[src/rtl/calendar_clock_with_runtime_hours_unit_assert.svh]
// Assertion macros for the calendar clock with runtime hour meters.
// Included by the top level; needs nothing else.
`ifndef CALENDAR_CLOCK_WITH_RUNTIME_HOURS_UNIT_ASSERT_SVH
`define CALENDAR_CLOCK_WITH_RUNTIME_HOURS_UNIT_ASSERT_SVH

// Check that cons holds in the same cycle as ante.
`define CCRH_ASSERT_IMPLY(name, clk, rst_n, ante, cons) \
  name: assert property (@(posedge clk) disable iff (!rst_n) (ante) |-> (cons)) \
    else $error("same-cycle implication failed");

// Check that cons holds in the cycle after ante.
`define CCRH_ASSERT_NEXT(name, clk, rst_n, ante, cons) \
  name: assert property (@(posedge clk) disable iff (!rst_n) (ante) |=> (cons)) \
    else $error("next-cycle implication failed");

`endif

[src/rtl/ccrh_pkg.sv]
// Shared types, codes and constants of the calendar clock with hour meters.
// No dependencies; every RTL module imports it.
package ccrh_pkg;

  // Function codes of an input beat
  typedef enum logic [1:0] {
    FUNC_TICK     = 2'd0,
    FUNC_SET_TIME = 2'd1,
    FUNC_SET_DATE = 2'd2,
    FUNC_SET_YEAR = 2'd3
  } func_e;

  // Classified operation handed from the front end to the back end
  typedef enum logic [2:0] {
    OP_TICK     = 3'd0,
    OP_SET_TIME = 3'd1,
    OP_SET_DATE = 3'd2,
    OP_SET_YEAR = 3'd3,
    OP_REJECT   = 3'd4
  } op_e;

  // Configuration register indexes (paddr[3:2])
  localparam logic [1:0] REG_HEATING_EN     = 2'd0;
  localparam logic [1:0] REG_HOT_WATER_EN   = 2'd1;
  localparam logic [1:0] REG_TICKS_PER_HOUR = 2'd2;

  localparam int unsigned APB_ADDR_W = 4;
  localparam int unsigned APB_DATA_W = 32;

  localparam int unsigned ELAPSED_W = 14;
  localparam int unsigned SUB_MS_W  = 17;
  localparam logic [31:0] MAX_ELAPSED_MS = 32'd10000;
  localparam logic [SUB_MS_W-1:0] MS_PER_MINUTE = 17'd60000;

  localparam logic [15:0] TICKS_PER_HOUR_RST = 16'd36000;
  localparam logic [15:0] YEAR_LOW  = 16'd2000;
  localparam logic [15:0] YEAR_HIGH = 16'd2099;
  localparam logic [2:0]  WEEKDAY_LAST = 3'd7;
  localparam logic [4:0]  HOUR_LAST    = 5'd23;
  localparam logic [5:0]  MINUTE_LAST  = 6'd59;
  localparam logic [3:0]  MONTH_LAST   = 4'd12;

  localparam int unsigned QUEUE_DEPTH = 2;

  typedef struct packed {
    logic [1:0]  func;
    logic [31:0] now_ms;
    logic        flame_lit;
    logic [3:0]  new_weekday;
    logic [4:0]  new_hour;
    logic [5:0]  new_minute;
    logic [3:0]  new_month;
    logic [4:0]  new_day;
    logic [15:0] new_year;
  } in_beat_t;

  typedef struct packed {
    logic        accepted;
    logic [2:0]  weekday_now;
    logic [4:0]  hour_now;
    logic [5:0]  minute_now;
    logic [4:0]  day_now;
    logic [3:0]  month_now;
    logic [15:0] year_now;
    logic [31:0] burner_hours_now;
    logic [31:0] heating_pump_hours_now;
    logic [31:0] hot_water_pump_hours_now;
  } out_beat_t;

  // One classified job in the queue
  typedef struct packed {
    op_e                  op;
    logic [ELAPSED_W-1:0] elapsed_ms;
    logic                 flame_lit;
    logic [2:0]           weekday;
    logic [4:0]           hour;
    logic [5:0]           minute;
    logic [3:0]           month;
    logic [4:0]           day;
    logic [15:0]          year;
  } job_t;

  typedef struct packed {
    logic        heating_en;
    logic        hot_water_en;
    logic [15:0] ticks_per_hour;
  } cfg_t;

  // Days in a month; February gets 29 days when the year is divisible by 4
  function automatic logic [4:0] month_days(logic [3:0] month, logic [15:0] year);
    logic [4:0] days;
    case (month)
      4'd2:                      days = (year[1:0] == 2'd0) ? 5'd29 : 5'd28;
      4'd4, 4'd6, 4'd9, 4'd11:   days = 5'd30;
      default:                   days = 5'd31;
    endcase
    return days;
  endfunction

endpackage

[src/rtl/ccrh_front.sv]
// Front end: accepts input beats, tracks the last timestamp and classifies
// and validates each beat into a job. Depends on ccrh_pkg.
module ccrh_front (
  input  logic               clk_i,
  input  logic               rst_ni,
  input  logic               in_valid_i,
  input  ccrh_pkg::in_beat_t in_beat_i,
  output logic               in_stall_o,
  input  logic               q_full_i,
  output logic               push_o,
  output ccrh_pkg::job_t     job_o
);
  import ccrh_pkg::*;

  logic [31:0] last_stamp_q, last_stamp_d;
  logic [31:0] elapsed;
  logic        counted;
  logic        accept;
  logic        time_ok, date_ok, year_ok;

  // Stall while the queue has no room
  assign in_stall_o = q_full_i;
  assign accept     = in_valid_i && !q_full_i;
  assign push_o     = accept;

  // Elapsed time modulo 2^32, counted only inside the open window
  assign elapsed = in_beat_i.now_ms - last_stamp_q;
  assign counted = (elapsed != 32'd0) && (elapsed < MAX_ELAPSED_MS);

  // Validate set values
  assign time_ok = (in_beat_i.new_weekday <= 4'(WEEKDAY_LAST)) &&
                   (in_beat_i.new_hour <= HOUR_LAST) &&
                   (in_beat_i.new_minute <= MINUTE_LAST);
  assign date_ok = (in_beat_i.new_month >= 4'd1) && (in_beat_i.new_month <= MONTH_LAST) &&
                   (in_beat_i.new_day != 5'd0);
  assign year_ok = (in_beat_i.new_year >= YEAR_LOW) && (in_beat_i.new_year <= YEAR_HIGH);

  // Build the job
  always_comb begin
    job_o.elapsed_ms = counted ? elapsed[ELAPSED_W-1:0] : '0;
    job_o.flame_lit  = in_beat_i.flame_lit;
    job_o.weekday    = in_beat_i.new_weekday[2:0];
    job_o.hour       = in_beat_i.new_hour;
    job_o.minute     = in_beat_i.new_minute;
    job_o.month      = in_beat_i.new_month;
    job_o.day        = in_beat_i.new_day;
    job_o.year       = in_beat_i.new_year;
    last_stamp_d     = last_stamp_q;
    unique case (func_e'(in_beat_i.func))
      FUNC_TICK: begin
        job_o.op = OP_TICK;
        if (accept) begin
          last_stamp_d = in_beat_i.now_ms;
        end
      end
      FUNC_SET_TIME: job_o.op = time_ok ? OP_SET_TIME : OP_REJECT;
      FUNC_SET_DATE: job_o.op = date_ok ? OP_SET_DATE : OP_REJECT;
      FUNC_SET_YEAR: job_o.op = year_ok ? OP_SET_YEAR : OP_REJECT;
      default:       job_o.op = OP_REJECT;
    endcase
  end

  always_ff @(posedge clk_i or negedge rst_ni) begin
    if (!rst_ni) begin
      last_stamp_q <= '0;
    end else begin
      last_stamp_q <= last_stamp_d;
    end
  end

endmodule

[src/rtl/ccrh_queue.sv]
// Short job queue between the front end and the back end.
// Depends on ccrh_pkg for the job type and depth.
module ccrh_queue (
  input  logic           clk_i,
  input  logic           rst_ni,
  input  logic           push_i,
  input  ccrh_pkg::job_t job_i,
  output logic           full_o,
  output logic           valid_o,
  input  logic           pop_i,
  output ccrh_pkg::job_t job_o
);
  import ccrh_pkg::*;

  localparam int unsigned PtrW = (QUEUE_DEPTH > 1) ? $clog2(QUEUE_DEPTH) : 1;
  localparam int unsigned CntW = $clog2(QUEUE_DEPTH + 1);

  job_t            slots_q [QUEUE_DEPTH];
  logic [PtrW-1:0] wr_ptr_q, wr_ptr_d;
  logic [PtrW-1:0] rd_ptr_q, rd_ptr_d;
  logic [CntW-1:0] count_q, count_d;

  assign full_o  = (count_q == CntW'(QUEUE_DEPTH));
  assign valid_o = (count_q != '0);
  assign job_o   = slots_q[rd_ptr_q];

  // Advance pointers and count
  always_comb begin
    wr_ptr_d = wr_ptr_q;
    rd_ptr_d = rd_ptr_q;
    count_d  = count_q;
    if (push_i) begin
      wr_ptr_d = (wr_ptr_q == PtrW'(QUEUE_DEPTH - 1)) ? '0 : wr_ptr_q + 1'b1;
    end
    if (pop_i) begin
      rd_ptr_d = (rd_ptr_q == PtrW'(QUEUE_DEPTH - 1)) ? '0 : rd_ptr_q + 1'b1;
    end
    if (push_i && !pop_i) begin
      count_d = count_q + 1'b1;
    end else if (pop_i && !push_i) begin
      count_d = count_q - 1'b1;
    end
  end

  always_ff @(posedge clk_i or negedge rst_ni) begin
    if (!rst_ni) begin
      wr_ptr_q <= '0;
      rd_ptr_q <= '0;
      count_q  <= '0;
    end else begin
      wr_ptr_q <= wr_ptr_d;
      rd_ptr_q <= rd_ptr_d;
      count_q  <= count_d;
    end
  end

  // Store the pushed job
  always_ff @(posedge clk_i) begin
    if (push_i) begin
      slots_q[wr_ptr_q] <= job_i;
    end
  end

endmodule

[src/rtl/ccrh_back.sv]
// Back end: holds the calendar and hour meters, executes one job per cycle
// unless the output stalls, and presents the result beat. Depends on ccrh_pkg.
module ccrh_back #(
  parameter int unsigned HOUR_COUNT_WIDTH = 32
) (
  input  logic                clk_i,
  input  logic                rst_ni,
  input  ccrh_pkg::cfg_t      cfg_i,
  input  logic                job_valid_i,
  input  ccrh_pkg::job_t      job_i,
  output logic                job_pop_o,
  output logic                out_valid_o,
  input  logic                out_stall_i,
  output ccrh_pkg::out_beat_t out_beat_o
);
  import ccrh_pkg::*;

  localparam int unsigned NumMeters = 3;

  logic [SUB_MS_W-1:0] sub_ms_q, sub_ms_d, sub_sum;
  logic [5:0]          minute_q, minute_d;
  logic [4:0]          hour_q, hour_d;
  logic [2:0]          weekday_q, weekday_d;
  logic [4:0]          day_q, day_d;
  logic [5:0]          day_inc;
  logic [3:0]          month_q, month_d;
  logic [15:0]         year_q, year_d;
  logic                accepted_q, accepted_d;
  logic                out_valid_q, out_valid_d;
  logic                minute_roll, hour_roll, day_roll, month_roll, year_roll;
  logic                is_tick;

  logic [15:0]                 ticks_q [NumMeters];
  logic [15:0]                 ticks_d [NumMeters];
  logic [HOUR_COUNT_WIDTH-1:0] hours_q [NumMeters];
  logic [HOUR_COUNT_WIDTH-1:0] hours_d [NumMeters];
  logic [16:0]                 tick_sum [NumMeters];
  logic                        meter_en [NumMeters];

  // Take a job when the result register is free or being drained
  assign job_pop_o   = job_valid_i && (!out_valid_q || !out_stall_i);
  assign out_valid_d = job_pop_o || (out_valid_q && out_stall_i);
  assign is_tick     = (job_i.op == OP_TICK);

  // Rollover cascade for a tick
  assign sub_sum     = sub_ms_q + SUB_MS_W'(job_i.elapsed_ms);
  assign minute_roll = (sub_sum >= MS_PER_MINUTE);
  assign hour_roll   = minute_roll && (minute_q >= MINUTE_LAST);
  assign day_roll    = hour_roll && (hour_q >= HOUR_LAST);
  assign day_inc     = 6'(day_q) + 6'd1;
  assign month_roll  = day_roll && (day_inc > 6'(month_days(month_q, year_q)));
  assign year_roll   = month_roll && (month_q >= MONTH_LAST);

  // Calendar next state
  always_comb begin
    sub_ms_d   = sub_ms_q;
    minute_d   = minute_q;
    hour_d     = hour_q;
    weekday_d  = weekday_q;
    day_d      = day_q;
    month_d    = month_q;
    year_d     = year_q;
    accepted_d = 1'b1;
    unique case (job_i.op)
      OP_TICK: begin
        sub_ms_d = minute_roll ? sub_sum - MS_PER_MINUTE : sub_sum;
        if (minute_roll) begin
          minute_d = hour_roll ? 6'd0 : minute_q + 6'd1;
        end
        if (hour_roll) begin
          hour_d = day_roll ? 5'd0 : hour_q + 5'd1;
        end
        if (day_roll) begin
          weekday_d = (weekday_q >= WEEKDAY_LAST) ? 3'd1 : weekday_q + 3'd1;
          day_d     = month_roll ? 5'd1 : day_inc[4:0];
        end
        if (month_roll) begin
          month_d = year_roll ? 4'd1 : month_q + 4'd1;
        end
        if (year_roll) begin
          year_d = year_q + 16'd1;
        end
      end
      OP_SET_TIME: begin
        weekday_d = job_i.weekday;
        hour_d    = job_i.hour;
        minute_d  = job_i.minute;
      end
      OP_SET_DATE: begin
        month_d = job_i.month;
        day_d   = job_i.day;
      end
      OP_SET_YEAR: year_d = job_i.year;
      OP_REJECT:   accepted_d = 1'b0;
      default:     accepted_d = 1'b0;
    endcase
  end

  // Hour meters: count enabled ticks, add an hour at the limit
  assign meter_en[0] = job_i.flame_lit;
  assign meter_en[1] = cfg_i.heating_en;
  assign meter_en[2] = cfg_i.hot_water_en;

  always_comb begin
    for (int i = 0; i < NumMeters; i++) begin
      tick_sum[i] = {1'b0, ticks_q[i]} + 17'd1;
      ticks_d[i]  = ticks_q[i];
      hours_d[i]  = hours_q[i];
      if (is_tick && meter_en[i]) begin
        if (tick_sum[i] >= {1'b0, cfg_i.ticks_per_hour}) begin
          ticks_d[i] = '0;
          hours_d[i] = hours_q[i] + 1'b1;
        end else begin
          ticks_d[i] = tick_sum[i][15:0];
        end
      end
    end
  end

  always_ff @(posedge clk_i or negedge rst_ni) begin
    if (!rst_ni) begin
      out_valid_q <= 1'b0;
      accepted_q  <= 1'b0;
      sub_ms_q    <= '0;
      minute_q    <= '0;
      hour_q      <= '0;
      weekday_q   <= 3'd1;
      day_q       <= 5'd1;
      month_q     <= 4'd1;
      year_q      <= YEAR_LOW;
      for (int i = 0; i < NumMeters; i++) begin
        ticks_q[i] <= '0;
        hours_q[i] <= '0;
      end
    end else begin
      out_valid_q <= out_valid_d;
      if (job_pop_o) begin
        accepted_q <= accepted_d;
        sub_ms_q   <= sub_ms_d;
        minute_q   <= minute_d;
        hour_q     <= hour_d;
        weekday_q  <= weekday_d;
        day_q      <= day_d;
        month_q    <= month_d;
        year_q     <= year_d;
        for (int i = 0; i < NumMeters; i++) begin
          ticks_q[i] <= ticks_d[i];
          hours_q[i] <= hours_d[i];
        end
      end
    end
  end

  // Result beat straight from the state registers
  assign out_valid_o = out_valid_q;
  always_comb begin
    out_beat_o.accepted                 = accepted_q;
    out_beat_o.weekday_now              = weekday_q;
    out_beat_o.hour_now                 = hour_q;
    out_beat_o.minute_now               = minute_q;
    out_beat_o.day_now                  = day_q;
    out_beat_o.month_now                = month_q;
    out_beat_o.year_now                 = year_q;
    out_beat_o.burner_hours_now         = 32'(hours_q[0]);
    out_beat_o.heating_pump_hours_now   = 32'(hours_q[1]);
    out_beat_o.hot_water_pump_hours_now = 32'(hours_q[2]);
  end

endmodule

[src/rtl/calendar_clock_with_runtime_hours_unit.sv]
// Calendar clock with runtime hour meters: one item per clock cycle unless stalled.
// An accepted item is written into the two-entry queue and then taken into the
// back end's result registers; its result beat is held until taken. The back end
// executes one job per cycle; output stalls hold it and back up the queue.
// Reset (async, active low): clock at 00:00 Monday 1/1/2000, meters and
// timestamp zero, ticks_per_hour 36000, both pump enables off.
`include "calendar_clock_with_runtime_hours_unit_assert.svh"

module calendar_clock_with_runtime_hours_unit #(
  parameter int unsigned HOUR_COUNT_WIDTH = 32
) (
  input  logic                                 clk_i,
  input  logic                                 rst_ni,
  input  logic                                 in_valid_i,
  input  ccrh_pkg::in_beat_t                   in_beat_i,
  output logic                                 in_stall_o,
  output logic                                 out_valid_o,
  input  logic                                 out_stall_i,
  output ccrh_pkg::out_beat_t                  out_beat_o,
  input  logic                                 psel,
  input  logic                                 penable,
  input  logic                                 pwrite,
  input  logic [ccrh_pkg::APB_ADDR_W-1:0]      paddr,
  input  logic [ccrh_pkg::APB_DATA_W-1:0]      pwdata,
  output logic [ccrh_pkg::APB_DATA_W-1:0]      prdata,
  output logic                                 pready
);
  import ccrh_pkg::*;

  cfg_t       cfg_q;
  logic       cfg_wr;
  logic       push;
  logic       q_full;
  logic       job_valid;
  logic       job_pop;
  job_t       job_in;
  job_t       job_out;

  // Configuration registers
  assign pready = 1'b1;
  assign cfg_wr = psel && penable && pwrite && pready;

  always_ff @(posedge clk_i or negedge rst_ni) begin
    if (!rst_ni) begin
      cfg_q.heating_en     <= 1'b0;
      cfg_q.hot_water_en   <= 1'b0;
      cfg_q.ticks_per_hour <= TICKS_PER_HOUR_RST;
    end else if (cfg_wr) begin
      unique case (paddr[3:2])
        REG_HEATING_EN:     cfg_q.heating_en     <= pwdata[0];
        REG_HOT_WATER_EN:   cfg_q.hot_water_en   <= pwdata[0];
        REG_TICKS_PER_HOUR: cfg_q.ticks_per_hour <= pwdata[15:0];
        default: ;
      endcase
    end
  end

  always_comb begin
    unique case (paddr[3:2])
      REG_HEATING_EN:     prdata = 32'(cfg_q.heating_en);
      REG_HOT_WATER_EN:   prdata = 32'(cfg_q.hot_water_en);
      REG_TICKS_PER_HOUR: prdata = 32'(cfg_q.ticks_per_hour);
      default:            prdata = '0;
    endcase
  end

  ccrh_front u_front (
    .clk_i      (clk_i),
    .rst_ni     (rst_ni),
    .in_valid_i (in_valid_i),
    .in_beat_i  (in_beat_i),
    .in_stall_o (in_stall_o),
    .q_full_i   (q_full),
    .push_o     (push),
    .job_o      (job_in)
  );

  ccrh_queue u_queue (
    .clk_i   (clk_i),
    .rst_ni  (rst_ni),
    .push_i  (push),
    .job_i   (job_in),
    .full_o  (q_full),
    .valid_o (job_valid),
    .pop_i   (job_pop),
    .job_o   (job_out)
  );

  ccrh_back #(
    .HOUR_COUNT_WIDTH (HOUR_COUNT_WIDTH)
  ) u_back (
    .clk_i       (clk_i),
    .rst_ni      (rst_ni),
    .cfg_i       (cfg_q),
    .job_valid_i (job_valid),
    .job_i       (job_out),
    .job_pop_o   (job_pop),
    .out_valid_o (out_valid_o),
    .out_stall_i (out_stall_i),
    .out_beat_o  (out_beat_o)
  );

  // A pop only takes a queued job
  `CCRH_ASSERT_IMPLY(a_pop_has_job, clk_i, rst_ni, job_pop, job_valid)
  // A popped job always shows up as a result beat
  `CCRH_ASSERT_NEXT(a_pop_gives_beat, clk_i, rst_ni, job_pop, out_valid_o)
  // The presented clock stays within its calendar ranges
  `CCRH_ASSERT_IMPLY(a_calendar_range, clk_i, rst_ni, out_valid_o, (out_beat_o.month_now >= 4'd1) && (out_beat_o.month_now <= MONTH_LAST) && (out_beat_o.day_now != 5'd0) && (out_beat_o.hour_now <= HOUR_LAST) && (out_beat_o.minute_now <= MINUTE_LAST))

endmodule
[config.mk]
export PLATFORM = sky130hd
export DESIGN_NAME = calendar_clock_with_runtime_hours_unit
export DESIGN_NICKNAME = d
export VERILOG_FILES = /design/src/rtl/ccrh_pkg.sv /design/src/rtl/ccrh_front.sv /design/src/rtl/ccrh_queue.sv /design/src/rtl/ccrh_back.sv /design/src/rtl/calendar_clock_with_runtime_hours_unit.sv
export VERILOG_INCLUDE_DIRS = /design/src /design/src/rtl
export SDC_FILE = /design/constraint.sdc
export NUM_CORES = 1
export LEC_CHECK = 0
export ABC_AREA = 1
export BUFFER_PORTS_ARGS = -buffer_cell sky130_fd_sc_hd__clkbuf_2
export CORE_MARGIN = 2
export CORE_UTILIZATION = 54
export DETAILED_ROUTE_END_ITERATION = 6
export HOLD_SLACK_MARGIN = 0.15
export PLACE_DENSITY = 0.85
export SYNTH_ARGS = -nofsm -noshare
export SYNTH_HDL_FRONTEND = slang
export SYNTH_HIERARCHICAL = 1
export SYNTH_SLANG_ARGS = --single-unit
[constraint.sdc]
create_clock -name clk_i -period 3.7 [get_ports clk_i]
set_input_delay 0.185 -clock clk_i [delete_from_list [all_inputs] [get_ports clk_i]]
set_output_delay 0.185 -clock clk_i [all_outputs]
set_load 0.1 [all_outputs]
## After elaboration in Yosys (flattened, before gate mapping)

Memories as Yosys holds them, arrays and structs flattened.
Cells that the tools add are included.

| operators by class | value |
|---|---|
| $add $sub $neg | 19 |
| magnitude comparators | 17 |
| eq/ne operators | 19 |
| mux-type cells | 36 |
| reduce and logical (&&, ||, !) cells | 57 |

Operators with widths:

| cell | count |
|---|---|
| $add 32x1->32 const B | 3 |
| $mux 16 | 4 |
| $add 16x1->17 const B | 3 |
| $ge 17x16->1 | 3 |
| $pmux 16 s3 | 1 |
| $lt 32x14->1 const B | 1 |
| $pmux 16 s2 | 1 |
| $reduce_bool 32->1 | 1 |
| $sub 32x32->32 | 1 |
| $pmux 5 s2 | 3 |
| $reduce_and 3->1 | 9 |
| $logic_and 1x1->1 | 20 |
| $mux 5 | 4 |
| $add 17x14->17 | 1 |
| $ge 17x16->1 const B | 1 |
| $mux 17 | 1 |
| $sub 17x16->17 const B | 1 |
| $add 16x1->16 const B | 1 |
| $ge 16x11->1 const B | 1 |
| $le 16x12->1 const B | 1 |
| $reduce_and 2->1 | 8 |
| $mux 3 | 5 |
| $mux 14 | 1 |
| $mux 6 | 2 |
| other kinds (40) | 71 |

| storage, ports and cells | value |
|---|---|
| bits in registers | 256 |
| bits in writable memories | 114 |
| input port bits | 118 |
| output and inout bits | 171 |
| word-level logic and storage cells | 171 |
| memories kept | 1 |

Memories:

| name | words | width | rd ports | clocked after Yosys merged registers in | write ports | RTL line | text |
|---|---|---|---|---|---|---|---|
| u_queue.slots_q | 2 | 57 | 1 | 0 | 1 | ccrh_queue.sv:18 | `job_t slots_q [QUEUE_DEPTH];` |

## Logic depth before layout (Yosys ltp)

Gate-level depths: netlist (run 1).
An unclocked memory read counts as a cell.

| logic depth | value |
|---|---|
| depth in word-level cells | 10 |
| mapped depth | 24 |
| gate-level depth less buffers | 23 |

## By module

The synthesis (run 1) kept the hierarchy.

Modules (own cells, without submodules):

| module | instances | cells an instance | area each (um2) | sequential area each (um2) |
|---|---|---|---|---|
| ccrh_back | 1 | 1,966 | 14,147.3 | 5,066.1 |
| ccrh_queue | 1 | 202 | 4,395.5 | 3,523.4 |
| ccrh_front | 1 | 762 | 4,350.4 | 800.8 |
| calendar_clock_with_runtime_hours_unit | 1 | 141 | 1,042.2 | 456.7 |

## Worst setup path after synthesis (run 1)

No wires, ideal clock.

| timing path | value |
|---|---|
| path type | register to register |
| start point | register u_queue.count_q[1] |
| end point | memory u_queue/slots_q[0][0] (netlist name) (enable) |
| setup time | 472 ps |
| arrival time | 3,191 ps |
| data required time | 3,228 ps |
| path slack | 37 ps |
| cell stages (with the launch flop) | 6 |
| buffers on the path | 0 |
| period minus slack after synthesis | 3,663 ps |
| path through | dfrtp_1 inv_1 nor2_1 nor2_1 inv_1 nor2_1 |

| on the way | value |
|---|---|
| word-level cells in the longest chain between the ends | 5 |

RTL lines:

| element | RTL line | text |
|---|---|---|
| start: declaration | ccrh_queue.sv:21 | `logic [CntW-1:0] count_q, count_d;` |
| start signal: assignment | ccrh_queue.sv:53 | `count_q <= count_d;` |
| $eq 2x2->1 | ccrh_queue.sv:23 | `assign full_o = (count_q == CntW'(QUEUE_DEPTH));` |
| via q_full | calendar_clock_with_runtime_hours_unit.sv:33 | `logic q_full;` |
| $logic_not 1->1 | ccrh_front.sv:23 | `assign accept = in_valid_i && !q_full_i;` |
| $logic_and 1x1->1 | ccrh_front.sv:23 |  |
| via push | calendar_clock_with_runtime_hours_unit.sv:32 | `logic push;` |
| $mux 1 | ccrh_queue.sv:59 | `if (push_i) begin` |
| $mux 1 (implied by the code) | ccrh_queue.sv:60 | `slots_q[wr_ptr_q] <= job_i;` |
| end: declaration | ccrh_queue.sv:18 |  |

The timed path passes the listed nets, and every way through them passes these cells.

## Final worst setup path (run 1)

| timing path | value |
|---|---|
| start point | register u_back/ticks_q[0] (netlist name) |
| end point | register u_back.hours_q (netlist bit u_back/out_beat_o[7]) |

| on the way | value |
|---|---|
| word-level cells in the longest chain between the ends | 3 |

RTL lines:

| element | RTL line | text |
|---|---|---|
| start: declaration | ccrh_back.sv:33 | `logic [15:0] ticks_q [NumMeters];` |
| start signal: indexed assignment | ccrh_back.sv:147 | `ticks_q[i] <= ticks_d[i];` |
| $add 16x1->17 | ccrh_back.sv:106 | `tick_sum[i] = {1'b0, ticks_q[i]} + 17'd1;` |
| $ge 17x16->1 | ccrh_back.sv:110 | `if (tick_sum[i] >= {1'b0, cfg_i.ticks_per_hour}) begin` |
| $reduce_and 3->1 (no source line) | -- |  |
| end signal: indexed assignment | ccrh_back.sv:148 | `hours_q[i] <= hours_d[i];` |
| end: declaration | ccrh_back.sv:35 | `logic [HOUR_COUNT_WIDTH-1:0] hours_q [NumMeters];` |

No other way between the ends.
A chain may end at the register's enable or synchronous reset.

==> results.py, run 1 <==
metrics = {
    "route": {
        "wl_microns": 69900,
        "post_drt_wl_per_cell_microns": 17.0,
        "viasPerCell": 5.52,
        "drc_errors": 0,
        "dr.pass1.iters": 7,
        "drtIter0Drc": 2665,
        "antenna_left": 0,
        "num_vias": 22800,
    },
    "global_routing": {
        "grt_pass1_wl_microns": 106000,
        "grt_max_degree": 116,
        "grt-ovfl-total": 0,
        "antenna_found_initial": 5,
        "track_usage": 0.279,
        "grt_pass1_vias": 21400,
    },
    "clocking": {
        "cts_root_buf": "clkbuf_16",
        "cts_tree": "done",
        "clockBufferDepth": 3,
        "path_clk_slew_ns": 0.08,
        "htreeDepth": 2,
        "numCtsBuffers": 43,
        "clock-sinks": 370,
        "worst_skew_pair.late_latency_ns": 0.59,
    },
    "worst_setup_path": {
        "crit_path_start_kind": "flip-flop",
        "worst_ep_required_time_ns": 4.14,
        "crit_start": "u_back/ticks_q[0]",
        "r2r-end": "u_back/out_beat_o[7]",
        "worstPathMaxFanout": 8,
        "critical_path_class": "reg -> reg",
        "rrSetupSlack_ns": -0.21,
        "cp.arrival_ns": 4.35,
        "end_kind": "flip-flop",
        "worst_r2r_path_depth": 22,
        "r2r_start": "u_back/ticks_q[0]",
    },
    "run_status": {
        "violations": "negative setup slack",
        "status": "complete, but fails checks",
    },
    "sta": {
        "period_needed_ns": 3.91,
        "slew-limit-headroom": 0.323,
        "fmax_ghz": 0.256,
        "fin_crit_sh": 1.06,
        "final-max-slew-violation-count": 0,
        "final.setup_skew_ns": 0.0499,
        "setup_violations": 63,
        "worstMarginPinSlew_ns": 1.01,
        "worst_slack_ns": -0.207,
        "hold_violations": 0,
        "holdWs_ns": 0.239,
        "rsz0062_at_grt": "true",
    },
    "synthesis": {
        "synth_edf_count": 114,
        "async_flop_share": 0.692,
        "syn_avg_cell_area_sq_um": 7.79,
        "yosysTopAreaCellShare": 0.253,
        "ys_top_cells_by_area": "dfrtp_1, edfxtp_1, nand2_1",
        "yosys_register_bits": 370,
        "ys_seq_area_frac": 0.411,
        "yosysUniqueCellTypes": 64,
        "yosysWarnings": 6,
        "dominantRegCellSynth": "dfrtp_1",
        "syn_inst": 3071,
        "netlist_area_sq_um": 23900,
        "synth_top_area_cell": "dfrtp_1",
    },
    "placement": {
        "gp_congestion": 0.938,
        "dp_hpwl_microns": 43800,
        "portBuffers": 253,
    },
    "floorplanning": {
        "die_x_microns": 215,
        "start_util": 0.544,
        "coreArea_sq_um": 44000,
        "die_h_microns": 215,
        "placementRows": 77,
        "die_area_sq_um": 46000,
        "io_pins": 289,
    },
    "finish": {
        "layout_commonest_cell": "nand2_1",
        "fin_util": 0.665,
        "final_cell_mix": "nand2_1, inv_1, nor2_1, clkbuf_2, dfrtp_1",
        "nets": 3724,
        "area_growth_syn_to_layout_pct": 22.4,
        "drive_above_1_share": 0.175,
    },
    "flow_run": {
        "drv_cap": 0,
    },
    "hold_path": {
        "hold_class": "in -> async",
    },
    "pwr": {
        "powerDensity_nw_per_um2": 825,
        "ir_worst_vdd_mv": 0.976,
        "leakagePower_nw": 14.4,
    },
}
-- worst max-delay path, stage by stage, from the launching register on --
cell	delay, ns
dfrtp_1	0.44
ha_4	0.18
nand2_4	0.05
nor2_4	0.09
inv_2	0.05
nor2_4	0.12
nand2_1	0.08
nor2_2	0.15
nand2_2	0.10
nor2_1	0.17
xor2_1	0.29
ha_1	0.33
inv_1	0.21
nor3_1	0.09
a211oi_2	0.20
a21o_1	0.15
nand2_1	0.09
nand2_2	0.11
buf_8	0.16
clkinvlp_4	0.28
nand3_1	0.20
nor2_1	0.06
xor2_1	0.14
-- routing by layer --
layer	routed length, microns	GRT usage	up-vias
met2	32500	0.467	1298
met1	27500	0.349	10500
met3	5510	0.0417	388
li1	-	-	10600
met5	14	0	-
met4	4380	0.147	2
-- synthesized netlist by cell type, types with 3 or more instances --
| master | instances |
|---|---|
| clkbuf_1 | 30 |
| ha_1 | 114 |
| dfstp_2 | 14 |
| mux2_2 | 40 |
| o21ai_0 | 112 |
| mux2_4 | 20 |
| xor2_1 | 140 |
| edfxtp_1 | 114 |
| nor3_1 | 68 |
| o21bai_1 | 6 |
| a21oi_1 | 103 |
| nor3b_1 | 4 |
| nor3_2 | 5 |
| nor4_1 | 24 |
| o22ai_1 | 5 |
| nor2_1 | 308 |
| inv_2 | 7 |
| a22oi_1 | 5 |
| and2_1 | 3 |
| clkinv_1 | 4 |
| buf_6 | 7 |
| nand3b_1 | 11 |
| nand4_1 | 38 |
| xnor2_1 | 31 |
| a21o_1 | 3 |
| nand2_4 | 3 |
| buf_4 | 60 |
| a31oi_1 | 7 |
| dfrtp_1 | 242 |
| buf_2 | 9 |
| o211ai_1 | 4 |
| nand3_1 | 166 |
| nand2_2 | 11 |
| nor2_2 | 17 |
| nand2_1 | 857 |
| o31ai_1 | 9 |
| buf_1 | 3 |
| o21ai_1 | 9 |
| nand3_2 | 3 |
| inv_1 | 420 |
-- cell families (layout without fill, tap and decap cells) --
family / count (synthesis) / in the layout / share of synthesized area
compound gates: 278 / 278 / 0.0642
flops: 370 / 370 / 0.411
xor+xnor: 172 / 172 / 0.0633
fa+ha+maj: 116 / 116 / 0.0613
mux: 61 / 61 / 0.0318
other cells: 2 / 22 / 0.000314
buf+inv: 540 / 979 / 0.0968
simple gates: 1532 / 1532 / 0.271
-- how the worst max path moves through the flow --
stage | end | slack [ns] | cells after the start
2_1_floorplan | u_queue/slots_q[0][0] | 0.04 | 5
4_1_cts | u_back/out_beat_o[48] | 0.005 | 13
6_report | u_back/out_beat_o[7] | -0.21 | 22
5_1_grt | u_back/out_beat_o[7] | -0.24 | 22
3_5_place_dp | u_back/out_beat_o[73] | 0.005 | 19
3_3_place_gp | u_back/out_beat_o[83] | 0.11 | 20
-- cell type report --
class,instances,area [sq um]
diodes,5,12.5
clock buffers,61,1200
clock inverters,19,216
fillers,3325,14700
inverters,431,1630
multi-input cells,2176,12200
flip-flops and latches,370,9850
well taps,592,741
repair buffers,467,3400
repair inverters,1,7.51
-- where the power goes --
part           total [mW]  internal [mW]  leakage, nW  switching (mW)
Combinational        13.3           3.89         9.53            9.46
Sequential           6.49           5.49         4.22           0.995
Clock                4.34           2.56        0.688            1.78
-- state kept, by name, summed over array words and instances, names as in the netlist --
signal                count
u_back/sub_ms_q          17
u_back/accepted_q         1
u_back/year_q            16
cfg_q                    18
u_back/month_q            4
u_back/minute_q           6
u_queue/slots_q         114
u_queue/wr_ptr_q          1
u_back/hour_q             5
u_front/last_stamp_q     32
u_back/weekday_q          3
u_back/out_valid_o        1
u_queue/rd_ptr_q          1
u_queue/count_q           2
u_back/day_q              5
u_back/ticks_q           48
u_back/out_beat_o        96
-- stage by stage --
| step | setup TNS, ns | worst slack (ns) | cells | power [mW] | cell area, sq um |
|---|---|---|---|---|---|
| floorplan | 0 | 0.0374 | 3086 | 16.1 | 24000 |
| CTS | 0 | 0.00499 | 4084 | 23.1 | 28500 |
| finish | -4.70 | -0.207 | 4122 | 24.2 | 29300 |
| global placement | 0 | 0.107 | 3868 | 18.3 | 25700 |
| global route | -12.07 | -0.240 | 4121 | 25.6 | 29300 |
| detailed placement | 0 | 0.00527 | 3868 | 18.6 | 25700 |
-- repair_timing --
item | CTS | global route
gates resized for setup | 6 | 132
hold endpoints to repair | 242 | 0
cloned | 0 | 5
pin swaps | 1 | 36
setup buffers | 7 | 28
endpoints found under the setup margin | 28 | 170
hold buffers | 129 | 0
Note: power is estimated with default switching activity, not from simulation.
==> run 2: changes to the inputs <==
--- a/config.mk
+++ b/config.mk
@@ -6,13 +6,13 @@
 export SDC_FILE = /design/constraint.sdc
 export NUM_CORES = 1
 export LEC_CHECK = 0
-export ABC_AREA = 1
+export ABC_AREA = 0
 export BUFFER_PORTS_ARGS = -buffer_cell sky130_fd_sc_hd__clkbuf_2
 export CORE_MARGIN = 2
-export CORE_UTILIZATION = 54
+export CORE_UTILIZATION = 53
 export DETAILED_ROUTE_END_ITERATION = 6
 export HOLD_SLACK_MARGIN = 0.15
-export PLACE_DENSITY = 0.85
+export PLACE_DENSITY = 0.84
 export SYNTH_ARGS = -nofsm -noshare
 export SYNTH_HDL_FRONTEND = slang
 export SYNTH_HIERARCHICAL = 1
==> run 2 against run 1 <==
Net effect: the flow still finishes with violations (negative setup slack); final cell count down 23%; sequential share of layout area up 1.6 points; wire length down 11%; clock-buffer cell count down 5; via count down 16%; critical path type unchanged; largest power group unchanged; highest routed layer is now met4.
==> results.py, run 2 <==
metrics = {
    "hold_path": {
        "hold_class": "in -> reg",
        "min-delay-start": "penable",
    },
    "floorplanning": {
        "placementRows": 74,
        "io_pins": 289,
        "coreArea_sq_um": 40900,
        "die_area_sq_um": 43300,
        "die_x_microns": 208,
        "start_util": 0.539,
        "die_h_microns": 208,
    },
    "synthesis": {
        "yosys_register_bits": 370,
        "synth.top_cells.by_count": "dfrtp_1, nand2_1, o21ai_0",
        "netlist_area_sq_um": 22100,
        "synth_edf_count": 114,
        "ys_seq_area_frac": 0.447,
        "yosysTopAreaCellShare": 0.275,
        "ys_top_cells_by_area": "dfrtp_1, edfxtp_1, ha_1",
        "syn_inst": 2188,
        "syn_avg_cell_area_sq_um": 10.1,
        "synth_most_common_cell": "dfrtp_1",
        "yosysWarnings": 6,
        "dominantRegCellSynth": "dfrtp_1",
        "yosysUniqueCellTypes": 93,
        "async_flop_share": 0.692,
        "synth_top_area_cell": "dfrtp_1",
    },
    "finish": {
        "layout_commonest_cell": "clkbuf_2",
        "largest_register": "u_queue/slots_q",
        "drive_above_1_share": 0.283,
        "nets": 2846,
        "fillers": 2843,
        "top_regs": "u_queue/slots_q (114), u_back/out_beat_o (96), u_back/ticks_q (48)",
        "largest_reg_flops": 114,
        "fin_util": 0.684,
        "final_cell_mix": "clkbuf_2, dfrtp_1, nand2_1, buf_4, o21ai_0",
        "area_growth_syn_to_layout_pct": 27.0,
    },
    "sta": {
        "rsz0062_at_grt": "true",
        "worstMarginPinSlew_ns": 0.923,
        "slew-limit-headroom": 0.384,
        "hold_violations": 0,
        "setup_violations": 49,
        "final-max-slew-violation-count": 0,
        "final.setup_skew_ns": 0.0235,
        "period_needed_ns": 4.05,
        "holdWs_ns": 0.200,
        "fmax_ghz": 0.247,
        "worst_slack_ns": -0.352,
        "fin_crit_sh": 1.10,
    },
    "run_status": {
        "status": "complete, but fails checks",
        "violations": "negative setup slack",
    },
    "route": {
        "post_drt_wl_per_cell_microns": 19.5,
        "drc_errors": 0,
        "antenna_left": 0,
        "num_vias": 19200,
        "dr.pass1.iters": 5,
        "wl_microns": 62100,
        "viasPerCell": 6.05,
        "drtIter0Drc": 1812,
    },
    "global_routing": {
        "grt_max_degree": 105,
        "grt_pass1_vias": 18900,
        "grt_pass1_wl_microns": 95300,
        "track_usage": 0.264,
        "grt-ovfl-total": 0,
        "antenna_found_initial": 1,
    },
    "clocking": {
        "numCtsBuffers": 42,
        "htreeDepth": 2,
        "path_clk_slew_ns": 0.07,
        "cts_root_buf": "clkbuf_16",
        "cts_tree": "done",
        "clock-sinks": 370,
        "clockBufferDepth": 3,
        "worst_skew_pair.late_latency_ns": 0.58,
    },
    "pwr": {
        "internal_power_mw": 12.7,
        "comb_power_share": 0.562,
        "leakagePower_nw": 12.5,
        "switchingPower_mw": 10.7,
        "seqPwrFrac": 0.248,
        "clockPowerShare": 0.190,
        "switching_share": 0.457,
        "powerDensity_nw_per_um2": 838,
        "ir_worst_vdd_mv": 0.528,
    },
    "worst_setup_path": {
        "end_kind": "flip-flop",
        "worstPathMaxFanout": 6,
        "crit_path_start_kind": "flip-flop",
        "r2r_start": "u_queue/rd_ptr_q",
        "worst_ep_required_time_ns": 4.16,
        "cp.arrival_ns": 4.51,
        "crit_start": "u_queue/rd_ptr_q",
        "critical_path_class": "reg -> reg",
    },
    "placement": {
        "dp_hpwl_microns": 39700,
        "portBuffers": 253,
        "gp_congestion": 0.928,
    },
    "flow_run": {
        "drv_cap": 0,
    },
}
## run 2: cell types whose count changed after synthesis, moves of 67 or more
cell / previous run / this run
nand2_1: 857 / 212
inv_1: 420 / 91
nor2_1: 308 / 98
xnor2_1: 31 / 108
nand3_1: 166 / 90
xor2_1: 140 / 73
## run 2: path summary, 6_finish.rpt
check	end	slack [ns]	cells after the start
max in group asynchronous	u_back/year_q[10]	2.46	3
min	cfg_q[8]	0.20	4
min reg2reg	u_back/out_beat_o[31]	0.48	1
max reg2reg	u_back/day_q[3]	-0.35	17
max	u_back/day_q[3]	-0.35	17
min in group asynchronous	u_back/ticks_q[32]	0.22	2
## run 2: layout make-up
class	count	area, sq um	share of cell area
Clock inverter	22	304	0.0109
Timing Repair Buffer	508	3620	0.129
Inverter	91	342	0.0122
Sequential cell	370	9850	0.352
Multi-Input combinational cell	1599	12000	0.430
Clock buffer	56	1170	0.0419
Antenna cell	1	2.50	0.0000893
Tap cell	532	666	0.0238
## run 2: timing repair
action                                  CTS  global route
gates resized for setup                  93           123
hold endpoints to repair                241             0
pin swaps                                38            56
endpoints found under the setup margin   80           195
cloned                                    2             1
buffers inserted                         10            21
hold buffers                             97             0
## run 2: metal layers
metal / wire length [microns] / vias up / track usage
met5: 0 / - / 0
met4: 2500 / 0 / 0.0998
met3: 4430 / 222 / 0.0500
met2: 30300 / 906 / 0.448
met1: 24900 / 9392 / 0.336
li1: - / 8721 / -
## run 2: kinds of logic (layout without fill, tap and decap cells)
| group | after synthesis | after routing | share of synthesized area |
|---|---|---|---|
| AOI/OAI and AO/OA | 467 | 467 | 0.141 |
| xor gates and xnor gates | 181 | 181 | 0.0719 |
| adders and majority gates | 116 | 116 | 0.0665 |
| muxes | 91 | 91 | 0.0495 |
| buffers and inverters | 234 | 677 | 0.0559 |
| DFF | 370 | 370 | 0.447 |
| other | 2 | 18 | 0.000341 |
| and+or+nand+nor | 727 | 727 | 0.168 |
## run 2: stage by stage
step	setup WS, ns	instances	TNS, ns	total power, mW	instance area (sq um)
after global placement	-0.350	2971	-6.17	16.1	24300
after CTS	-0.268	3157	-5.67	22.0	27200
after floorplan	-0.321	2203	-3.66	13.6	22200
final	-0.352	3179	-10.24	23.5	28000
after global routing	-0.386	3179	-13.13	24.5	28000
after detailed placement	-0.591	2971	-13.03	16.5	24300
## run 2: critical path: stages (launching register included)
cell	delay, ns
dfrtp_2	0.42
buf_6	0.14
mux2_4	0.32
fa_2	0.40
buf_6	0.13
a211oi_4	0.21
o21ai_1	0.14
a31oi_1	0.34
buf_4	0.21
and3_1	0.20
o211ai_1	0.15
buf_4	0.21
a311oi_4	0.33
buf_4	0.19
nor3_4	0.06
buf_4	0.14
a21oi_1	0.20
o22ai_1	0.12
## run 2: power by group through the flow
stage                     sequential (mW)  clock (mW)  combinational, mW
after floorplan                      7.23           0               6.35
after global placement               5.78           0               10.3
after detailed placement             5.83           0               10.6
after CTS                            5.77        4.52               11.7
after global routing                 5.92        4.68               13.9
final                                5.83        4.45               13.2
